## config.mk

```make
export PLATFORM = sky130hd
export DESIGN_NAME = vector_cosine_similarity
export DESIGN_NICKNAME = d
export VERILOG_FILES = /design/src/design/vcs_pkg.sv /design/src/design/vcs_ctrl.sv /design/src/design/vcs_dp.sv /design/src/design/vector_cosine_similarity.sv
export VERILOG_INCLUDE_DIRS = /design/src /design/src/design
export SDC_FILE = /design/constraint.sdc
export NUM_CORES = 2
export LEC_CHECK = 0
export ABC_CLOCK_PERIOD_IN_PS = 15760
export BUFFER_PORTS_ARGS = -buffer_cell sky130_fd_sc_hd__buf_4
export CORE_UTILIZATION = 50
export CTS_BUF_LIST = sky130_fd_sc_hd__clkbuf_4
export DETAILED_ROUTE_END_ITERATION = 7
export PLACE_DENSITY_LB_ADDON = 0.15
export SLEW_MARGIN = 20
export SYNTH_ARGS = -nofsm -noshare
export SYNTH_HDL_FRONTEND = slang
export SYNTH_HIERARCHICAL = 1
export SYNTH_SLANG_ARGS = --single-unit
```

## constraint.sdc

```tcl
create_clock -name clk -period 15.76 [get_ports clk]
set_clock_uncertainty 0.05 [all_clocks]
set_input_delay 0.788 -clock clk [delete_from_list [all_inputs] [get_ports clk]]
set_output_delay 0.788 -clock clk [all_outputs]
set_load 0.01 [all_outputs]
```

## src/design/vector_cosine_similarity_macros.svh

```systemverilog
// Assertion macros used by the cosine similarity top level.
// Define ASSERT_OFF to compile every assertion away.
`ifndef VECTOR_COSINE_SIMILARITY_MACROS_SVH
`define VECTOR_COSINE_SIMILARITY_MACROS_SVH

`ifndef ASSERT_OFF
// Same-cycle implication, checked on every rising edge outside reset.
`define VCS_ASSERT_IMP(lbl, clk, rstn, ante, cons) \
  lbl: assert property (@(posedge clk) disable iff (!rstn) (ante) |-> (cons)) \
    else $error("cosine similarity: implication check failed");
// Next-cycle implication, checked on every rising edge outside reset.
`define VCS_ASSERT_NXT(lbl, clk, rstn, ante, cons) \
  lbl: assert property (@(posedge clk) disable iff (!rstn) (ante) |=> (cons)) \
    else $error("cosine similarity: next-cycle check failed");
`else
`define VCS_ASSERT_IMP(lbl, clk, rstn, ante, cons)
`define VCS_ASSERT_NXT(lbl, clk, rstn, ante, cons)
`endif

`endif

```

## src/design/vcs_pkg.sv

```systemverilog
// Shared types and constants of the cosine similarity block.
// No dependencies; used by the controller, the datapath and the top level.
package vcs_pkg;

  // Accumulator and arithmetic widths.
  localparam int SUM_BITS  = 41;
  localparam int PROD_BITS = 2 * SUM_BITS;
  localparam int R_SHIFT   = 30;
  localparam int QBITS     = 32;
  localparam int DIV_BITS  = PROD_BITS + QBITS;
  localparam int OUT_BITS  = 16;
  localparam int SQ_BITS   = QBITS / 2;
  localparam int CNT_BITS  = 6;

  localparam logic [OUT_BITS-1:0] MAG_MAX = 16'd16384;
  localparam logic [QBITS-1:0]    SQ_ONE  = 32'h4000_0000;

  // Last count value of each iterative phase.
  localparam logic [CNT_BITS-1:0] MUL_LAST  = CNT_BITS'(SUM_BITS - 1);
  localparam logic [CNT_BITS-1:0] DIV_LAST  = CNT_BITS'(QBITS - 1);
  localparam logic [CNT_BITS-1:0] SQRT_LAST = CNT_BITS'(SQ_BITS - 1);

  // Controller states, one-hot.
  typedef enum logic [7:0] {
    ST_IDLE  = 8'b0000_0001,
    ST_CHECK = 8'b0000_0010,
    ST_MUL   = 8'b0000_0100,
    ST_DIVI  = 8'b0000_1000,
    ST_DIV   = 8'b0001_0000,
    ST_SQRTI = 8'b0010_0000,
    ST_SQRT  = 8'b0100_0000,
    ST_FIN   = 8'b1000_0000
  } state_t;

  // Commands from the controller to the datapath.
  typedef struct packed {
    logic acc;
    logic mul_init;
    logic mul_step;
    logic div_init;
    logic div_step;
    logic sqrt_init;
    logic sqrt_step;
    logic out_load;
  } vcs_cmd_t;

  // Status from the datapath to the controller.
  typedef struct packed {
    logic zero_norm;
  } vcs_stat_t;

endpackage

```

## src/design/vcs_ctrl.sv

```systemverilog
// Controller state machine of the cosine similarity block.
// Depends on vcs_pkg; drives the datapath through vcs_cmd_t.
module vcs_ctrl (
  input  logic              clk,
  input  logic              rst_n,
  input  logic              in_valid,
  input  logic              in_last_element,
  output logic              in_stall,
  output logic              out_valid,
  input  logic              out_stall,
  input  vcs_pkg::vcs_stat_t stat,
  output vcs_pkg::vcs_cmd_t  cmd
);
  import vcs_pkg::*;

  state_t              state_r, state_nxt;
  logic [CNT_BITS-1:0] cnt_r, cnt_nxt;
  logic                out_valid_r, out_valid_nxt;
  logic                out_free;

  assign out_free  = !out_valid_r || !out_stall;
  assign in_stall  = (state_r != ST_IDLE);
  assign out_valid = out_valid_r;

  // Next state, counter and commands.
  always_comb begin
    state_nxt     = state_r;
    cnt_nxt       = cnt_r;
    out_valid_nxt = out_valid_r && out_stall;
    cmd           = '0;
    case (state_r)
      ST_IDLE: begin
        cmd.acc = in_valid;
        if (in_valid && in_last_element) begin
          state_nxt = ST_CHECK;
        end
      end
      ST_CHECK: begin
        cmd.mul_init = 1'b1;
        cnt_nxt      = '0;
        state_nxt    = stat.zero_norm ? ST_FIN : ST_MUL;
      end
      ST_MUL: begin
        cmd.mul_step = 1'b1;
        cnt_nxt      = cnt_r + 1'b1;
        if (cnt_r == MUL_LAST) begin
          state_nxt = ST_DIVI;
        end
      end
      ST_DIVI: begin
        cmd.div_init = 1'b1;
        cnt_nxt      = '0;
        state_nxt    = ST_DIV;
      end
      ST_DIV: begin
        cmd.div_step = 1'b1;
        cnt_nxt      = cnt_r + 1'b1;
        if (cnt_r == DIV_LAST) begin
          state_nxt = ST_SQRTI;
        end
      end
      ST_SQRTI: begin
        cmd.sqrt_init = 1'b1;
        cnt_nxt       = '0;
        state_nxt     = ST_SQRT;
      end
      ST_SQRT: begin
        cmd.sqrt_step = 1'b1;
        cnt_nxt       = cnt_r + 1'b1;
        if (cnt_r == SQRT_LAST) begin
          state_nxt = ST_FIN;
        end
      end
      ST_FIN: begin
        if (out_free) begin
          cmd.out_load  = 1'b1;
          out_valid_nxt = 1'b1;
          state_nxt     = ST_IDLE;
        end
      end
      default: begin
        state_nxt = ST_IDLE;
      end
    endcase
  end

  // State registers.
  always_ff @(posedge clk) begin
    if (!rst_n) begin
      state_r     <= ST_IDLE;
      cnt_r       <= '0;
      out_valid_r <= 1'b0;
    end else begin
      state_r     <= state_nxt;
      cnt_r       <= cnt_nxt;
      out_valid_r <= out_valid_nxt;
    end
  end

endmodule

```

## src/design/vcs_dp.sv

```systemverilog
// Datapath of the cosine similarity block: accumulators, shift-add
// multipliers, restoring divider, integer square root and result register.
// Depends on vcs_pkg; commanded by vcs_ctrl.
module vcs_dp #(
  parameter int ELEMENT_BITS = 16
) (
  input  logic                           clk,
  input  logic                           rst_n,
  input  logic signed [ELEMENT_BITS-1:0] in_first_value,
  input  logic signed [ELEMENT_BITS-1:0] in_second_value,
  input  vcs_pkg::vcs_cmd_t              cmd,
  output vcs_pkg::vcs_stat_t             stat,
  output logic signed [vcs_pkg::OUT_BITS-1:0] out_similarity,
  output logic                           out_zero_norm
);
  import vcs_pkg::*;

  localparam int PW = 2 * ELEMENT_BITS;
  localparam int XW = ((PW > SUM_BITS) ? PW : SUM_BITS) + 1;
  localparam logic signed [SUM_BITS-1:0] DMAX = {1'b0, {(SUM_BITS-1){1'b1}}};
  localparam logic signed [SUM_BITS-1:0] DMIN = {1'b1, {(SUM_BITS-1){1'b0}}};
  localparam logic        [SUM_BITS-1:0] NMAX = {SUM_BITS{1'b1}};

  logic signed [SUM_BITS-1:0] dot_r, dot_nxt;
  logic        [SUM_BITS-1:0] n1_r, n1_nxt, n2_r, n2_nxt;
  logic signed [PW-1:0]       prod_ab, prod_aa, prod_bb;
  logic signed [XW-1:0]       dot_ext;
  logic        [XW-1:0]       n1_ext, n2_ext;

  // Element products and saturating accumulation.
  always_comb begin
    prod_ab = in_first_value * in_second_value;
    prod_aa = in_first_value * in_first_value;
    prod_bb = in_second_value * in_second_value;
    dot_ext = XW'(dot_r) + XW'(prod_ab);
    n1_ext  = XW'(n1_r) + XW'($unsigned(prod_aa));
    n2_ext  = XW'(n2_r) + XW'($unsigned(prod_bb));
    if (dot_ext > XW'(DMAX)) begin
      dot_nxt = DMAX;
    end else if (dot_ext < XW'(DMIN)) begin
      dot_nxt = DMIN;
    end else begin
      dot_nxt = SUM_BITS'(dot_ext);
    end
    n1_nxt = (n1_ext > XW'(NMAX)) ? NMAX : SUM_BITS'(n1_ext);
    n2_nxt = (n2_ext > XW'(NMAX)) ? NMAX : SUM_BITS'(n2_ext);
  end

  // Sums clear at reset and once the result is loaded.
  always_ff @(posedge clk) begin
    if (!rst_n || cmd.out_load) begin
      dot_r <= '0;
      n1_r  <= '0;
      n2_r  <= '0;
    end else if (cmd.acc) begin
      dot_r <= dot_nxt;
      n1_r  <= n1_nxt;
      n2_r  <= n2_nxt;
    end
  end

  assign stat.zero_norm = (n1_r == '0) || (n2_r == '0);

  // Shift-add multipliers: norm product and squared dot magnitude.
  logic [SUM_BITS-1:0]  absd;
  logic [PROD_BITS-1:0] p_acc_r, p_mc_r, s_acc_r, s_mc_r;
  logic [SUM_BITS-1:0]  p_ml_r, s_ml_r;

  assign absd = dot_r[SUM_BITS-1] ? SUM_BITS'(-dot_r) : SUM_BITS'(dot_r);

  always_ff @(posedge clk) begin
    if (cmd.mul_init) begin
      p_acc_r <= '0;
      p_mc_r  <= PROD_BITS'(n1_r);
      p_ml_r  <= n2_r;
      s_acc_r <= '0;
      s_mc_r  <= PROD_BITS'(absd);
      s_ml_r  <= absd;
    end else if (cmd.mul_step) begin
      if (p_ml_r[0]) begin
        p_acc_r <= p_acc_r + p_mc_r;
      end
      if (s_ml_r[0]) begin
        s_acc_r <= s_acc_r + s_mc_r;
      end
      p_mc_r <= p_mc_r << 1;
      p_ml_r <= p_ml_r >> 1;
      s_mc_r <= s_mc_r << 1;
      s_ml_r <= s_ml_r >> 1;
    end
  end

  // Restoring division of dot^2 * 2^30 by the norm product.
  logic [DIV_BITS-1:0] rem_r, dv_r, r_ext, p_top;
  logic [QBITS-1:0]    q_r;
  logic                ovf_r;

  assign r_ext = DIV_BITS'(s_acc_r) << R_SHIFT;
  assign p_top = DIV_BITS'(p_acc_r) << QBITS;

  always_ff @(posedge clk) begin
    if (cmd.div_init) begin
      rem_r <= r_ext;
      dv_r  <= DIV_BITS'(p_acc_r) << (QBITS - 1);
      ovf_r <= (r_ext >= p_top);
      q_r   <= '0;
    end else if (cmd.div_step) begin
      if (rem_r >= dv_r) begin
        rem_r <= rem_r - dv_r;
        q_r   <= {q_r[QBITS-2:0], 1'b1};
      end else begin
        q_r   <= {q_r[QBITS-2:0], 1'b0};
      end
      dv_r <= dv_r >> 1;
    end
  end

  // Bit-by-bit integer square root of the saturated quotient.
  logic [QBITS-1:0] op_r, res_r, one_r;
  logic [QBITS:0]   trial;

  assign trial = {1'b0, res_r} + {1'b0, one_r};

  always_ff @(posedge clk) begin
    if (cmd.sqrt_init) begin
      op_r  <= ovf_r ? '1 : q_r;
      res_r <= '0;
      one_r <= SQ_ONE;
    end else if (cmd.sqrt_step) begin
      if ({1'b0, op_r} >= trial) begin
        op_r  <= op_r - QBITS'(trial);
        res_r <= (res_r >> 1) + one_r;
      end else begin
        res_r <= res_r >> 1;
      end
      one_r <= one_r >> 2;
    end
  end

  // Rounded magnitude, capped at one, with the sign of the dot product.
  logic [SQ_BITS:0]    rnd;
  logic [OUT_BITS-1:0] mag;
  logic [OUT_BITS-1:0] sim_r;
  logic                zn_r;

  always_comb begin
    rnd = (SQ_BITS+1)'(res_r[SQ_BITS-1:0]) + 1'b1;
    mag = OUT_BITS'(rnd >> 1);
    if (mag > MAG_MAX) begin
      mag = MAG_MAX;
    end
    if (stat.zero_norm) begin
      mag = '0;
    end
  end

  always_ff @(posedge clk) begin
    if (cmd.out_load) begin
      sim_r <= dot_r[SUM_BITS-1] ? (~mag + 1'b1) : mag;
      zn_r  <= stat.zero_norm;
    end
  end

  assign out_similarity = sim_r;
  assign out_zero_norm  = zn_r;

endmodule

```

## src/design/vector_cosine_similarity.sv

```systemverilog
// Cosine similarity of two streamed vectors.
// Depends on vcs_pkg, vcs_ctrl, vcs_dp and the assertion macro header.
//
// Usage: element pairs (signed Q1.15) arrive on the in_ channel, one request
// per cycle while in_stall is low. The request with in_last_element high
// closes the vector. The block then computes dot / sqrt(n1 * n2), rounded to
// nearest as signed Q2.14, and offers it on the out_ channel with
// out_zero_norm, which is set (and the similarity 0) when a norm is zero.
// Throughput: one element pair per cycle inside a vector. After the last
// pair, in_stall stays high while the finish phase runs shift-add
// multiplication, restoring division and square root, plus setup steps;
// a zero norm skips all three. The sums are cleared when the result is
// loaded, and the next vector may stream in while that result waits.
// If the receiver stalls, the result holds and the next finished vector
// waits in the final step until the output register is free.
// Reset clears the sums, the controller and the output valid.
module vector_cosine_similarity #(
  parameter int ELEMENT_BITS = 16
) (
  input  logic                                clk,
  input  logic                                rst_n,
  input  logic                                in_valid,
  output logic                                in_stall,
  input  logic signed [ELEMENT_BITS-1:0]      in_first_value,
  input  logic signed [ELEMENT_BITS-1:0]      in_second_value,
  input  logic                                in_last_element,
  output logic                                out_valid,
  input  logic                                out_stall,
  output logic signed [vcs_pkg::OUT_BITS-1:0] out_similarity,
  output logic                                out_zero_norm
);
  import vcs_pkg::*;
  `include "vector_cosine_similarity_macros.svh"

  vcs_cmd_t  cmd;
  vcs_stat_t stat;
  logic      sim_in_range;

  // Sequencing of the accumulate and finish phases.
  vcs_ctrl u_ctrl (
    .clk             (clk),
    .rst_n           (rst_n),
    .in_valid        (in_valid),
    .in_last_element (in_last_element),
    .in_stall        (in_stall),
    .out_valid       (out_valid),
    .out_stall       (out_stall),
    .stat            (stat),
    .cmd             (cmd)
  );

  // Arithmetic and result register.
  vcs_dp #(
    .ELEMENT_BITS (ELEMENT_BITS)
  ) u_dp (
    .clk             (clk),
    .rst_n           (rst_n),
    .in_first_value  (in_first_value),
    .in_second_value (in_second_value),
    .cmd             (cmd),
    .stat            (stat),
    .out_similarity  (out_similarity),
    .out_zero_norm   (out_zero_norm)
  );

  // The similarity lies between minus one and one in Q2.14.
  assign sim_in_range = (out_similarity <= 16'sd16384) && (out_similarity >= -16'sd16384);

  // A zero-norm result carries a zero similarity.
  `VCS_ASSERT_IMP(a_zero_result, clk, rst_n, out_valid && out_zero_norm, out_similarity == '0)
  // Results never leave the range of minus one to one.
  `VCS_ASSERT_IMP(a_range, clk, rst_n, out_valid, sim_in_range)
  // Closing a vector stops intake for the finish phase.
  `VCS_ASSERT_NXT(a_last_stalls, clk, rst_n, in_valid && !in_stall && in_last_element, in_stall)

endmodule

```

==> impl_metrics.py <==
metrics = {
    "run_status": {
        "status": "complete, no violations",
    },
    "hold_path": {
        "min_delay_path_depth": 3,
        "hp-class": "in -> reg",
        "hold_end": "u_dp/n1_r[10]",
        "min_from": "in_valid",
    },
    "critical_path": {
        "cpMostUsedCell": "fa_1",
        "timing.reg2reg.setup_slack_ns": 8.67,
        "cp_slowest_stage_delay_ns": 0.95,
        "rr_endpoint": "u_dp/dot_r[15]",
        "path_max_fanout": 34,
        "r2r-start": "u_dp/dot_r[15]",
        "endpoint_kind": "flop",
        "worstPathRequired_ns": 16.79,
        "rr_worst_depth": 22,
        "cp-start-kind": "input port",
        "path_class": "in -> reg",
        "cp_slowest_cell": "o21a_1",
        "critPathArrivalTime_ns": 10.58,
    },
    "layout": {
        "num-nets-final": 11949,
        "n_fill_cell": 17051,
        "regArea_sq_um": 21900,
        "fin_util_pct": 53.4,
        "syn_to_final_growth_pct": 5.81,
        "final_common_cell": "inv_1",
        "final_cell_mix": "1,298 x inv_1, 997 x nand2_1, 817 x fa_1, 786 x ha_1, 765 x a21oi_1",
        "drive_above_1_share_pct": 7.05,
        "stdcell_area_sq_um": 97000,
        "multi_input_area_sq_um": 63000,
    },
    "synth": {
        "yosysSeqAreaShare_pct": 23.9,
        "synth_ff_type": "dfxtp_1",
        "syn_inst": 10411,
        "syn_avg_cell_area_sq_um": 8.81,
        "yosysWarnings": 6,
        "synth_nets": 12052,
        "yosysTopAreaCellShare_pct": 17.9,
        "synthArstFlopShare_pct": 0,
        "yosys-top-cells-area": "fa_1 18%, edfxtp_1 12%, dfxtp_1 12%, ha_1 11%, inv_1 5.3%",
        "synth-edff-count": 378,
        "yosysTopAreaCell": "fa_1",
        "synth_seq_cells": 905,
        "syn_area_sq_um": 91700,
        "ys_types": 118,
    },
    "clocking": {
        "cts_setup_buffers": 0,
        "clk_path_buf_depth": 4,
        "clk_pin_slew_ns": 0.06,
        "cts_tree": "done",
        "cts.sink_count": 905,
        "cts-root-buf": "clkbuf_4",
        "cts.htree.levels": 5,
        "cts_made_buffers": 276,
        "cts_resized": 0,
        "clk_latency_ns": 1.32,
    },
    "route": {
        "ant_nets": 0,
        "drc": 0,
        "wl_um": 260000,
        "dr.pass1.iters": 6,
        "via_per_inst": 5.78,
        "wl_per_cell_um": 20.2,
        "first_iter_violations": 5225,
        "dr_total_vias": 74391,
    },
    "timing": {
        "finalSetupTns_ns": 0,
        "maxSlewHeadroom_pct": 17.4,
        "period_share_pct": 60.6,
        "setup_violations": 0,
        "slew_viol_final": 0,
        "fmax_mhz": 105,
        "finalHoldViolCount": 0,
        "rsz0062_at_grt": "false",
        "worst_slew_pin_slew_ns": 1.24,
        "min_period_ns": 9.55,
    },
    "global_routing": {
        "grt_max_degree": 163,
        "grt_pass1_vias": 74649,
        "grt_overflow": 0,
        "antenna_found_initial": 6,
        "grt_usage_pct": 28.0,
        "grt_pass1_wl_um": 413000,
    },
    "floorplan": {
        "die_h_um": 430,
        "die_w_um": 430,
        "start_util_pct": 50.5,
        "die_area_sq_um": 185000,
        "num_rows": 156,
        "core_sq_um": 182000,
        "ios": 56,
    },
    "place": {
        "gp_congestion": 0.937,
        "port_buffers": 55,
        "place_area_sq_um": 93600,
        "hpwlAfterDp_um": 202000,
    },
    "job": {
        "cap_violations": 0,
    },
}
[final cells by class]
class	count	share of cell area, %
inverter	1304	5.05
clock inverter	67	0.301
clock buffer	402	3.11
tap	2370	3.06
sequential	905	22.6
timing repair buffer	109	0.882
antenna	8	0.0206
multi-input combinational	7712	65.0
[registers in the layout (all words and copies together) (netlist names), 41 cells and up]
register      flops
u_dp/p_acc_r     82
u_dp/dot_r       41
u_dp/p_ml_r      41
u_dp/s_mc_r      82
u_dp/p_mc_r      82
u_dp/n2_r        41
u_dp/n1_r        41
u_dp/s_acc_r     82
u_dp/s_ml_r      41
u_dp/dv_r       113
u_dp/rem_r      114
[synth_stat cells (99+ instances only)]
master    count
ha_1        786
a21oi_1     766
nor2_1      753
clkbuf_1    411
nand3_1     103
a21o_1      293
edfxtp_1    378
mux2i_1     174
o21bai_1     99
nand4_1     152
and2_1      198
xor2_1      218
a22o_1      134
nand2_1    1000
a31oi_1     117
inv_1      1298
o21ai_0     492
o21a_1      156
xnor2_1     334
fa_1        818
dfxtp_1     527
[layer usage]
metal	wire length (um)	share of wire (%)	vias up	global-route usage (%)
li1	-	-	35527	-
met1	121000	46	36472	39.1
met2	118000	45	2014	45.0
met3	14300	5.5	376	3.72
met4	6880	2.6	2	8.21
met5	13	0.0050	-	0
[cell families (layout without fill, tap and decap cells)]
logic type | Yosys count | after routing | synth area share, %
multiplexers | 256 | 256 | 2.91
AND/OR/NAND/NOR | 2775 | 2775 | 14.2
buffers and inverters | 1794 | 1882 | 7.48
AO/OA/AOI/OAI | 2519 | 2519 | 17.6
XOR/XNOR | 554 | 554 | 5.31
other | 0 | 8 | 0
adder cells (fa/ha/maj) | 1608 | 1608 | 28.6
flip-flops | 905 | 905 | 23.9
[critical path, delay by kind of cell]
kind	cells	cell delay, ns
adder cells (fa/ha/maj)	8	4.21
AND/OR/NAND/NOR	4	0.63
buffers and inverters	6	1.28
AO/OA/AOI/OAI	14	3.47
XOR/XNOR	1	0.18
[worst max path at each step]
stage	from	to	slack (ns)	cells past startpoint
after global routing	in_second_value[15]	u_dp/n2_r[38]	5.70	33
after global placement	in_second_value[15]	u_dp/n2_r[38]	5.17	33
final	in_second_value[15]	u_dp/n2_r[38]	6.21	33
after detailed placement	in_second_value[15]	u_dp/n2_r[40]	5.06	33
after floorplan	in_second_value[15]	u_dp/n2_r[10]	6.80	34
after CTS	in_second_value[15]	u_dp/n2_r[38]	6.38	33
[per-stage QoR]
step                worst slack [ns]  instances  hold WS [ns]
floorplan                       6.80      10411         0.386
global placement                5.17      12395         0.394
detailed placement              5.06      12395         0.406
CTS                             6.38      12869       0.00999
finish                          6.21      12877         0.150
global route                    5.70      12876        0.0767
[timing repair]
action	CTS	global route
setup endpoints to repair	0	0
endpoints found under the hold margin	55	0
hold buffers	5	0
Power is left out: the tool's default activity adds up to more than one toggle a clock period on the data nets, which glitch-free logic cannot reach.
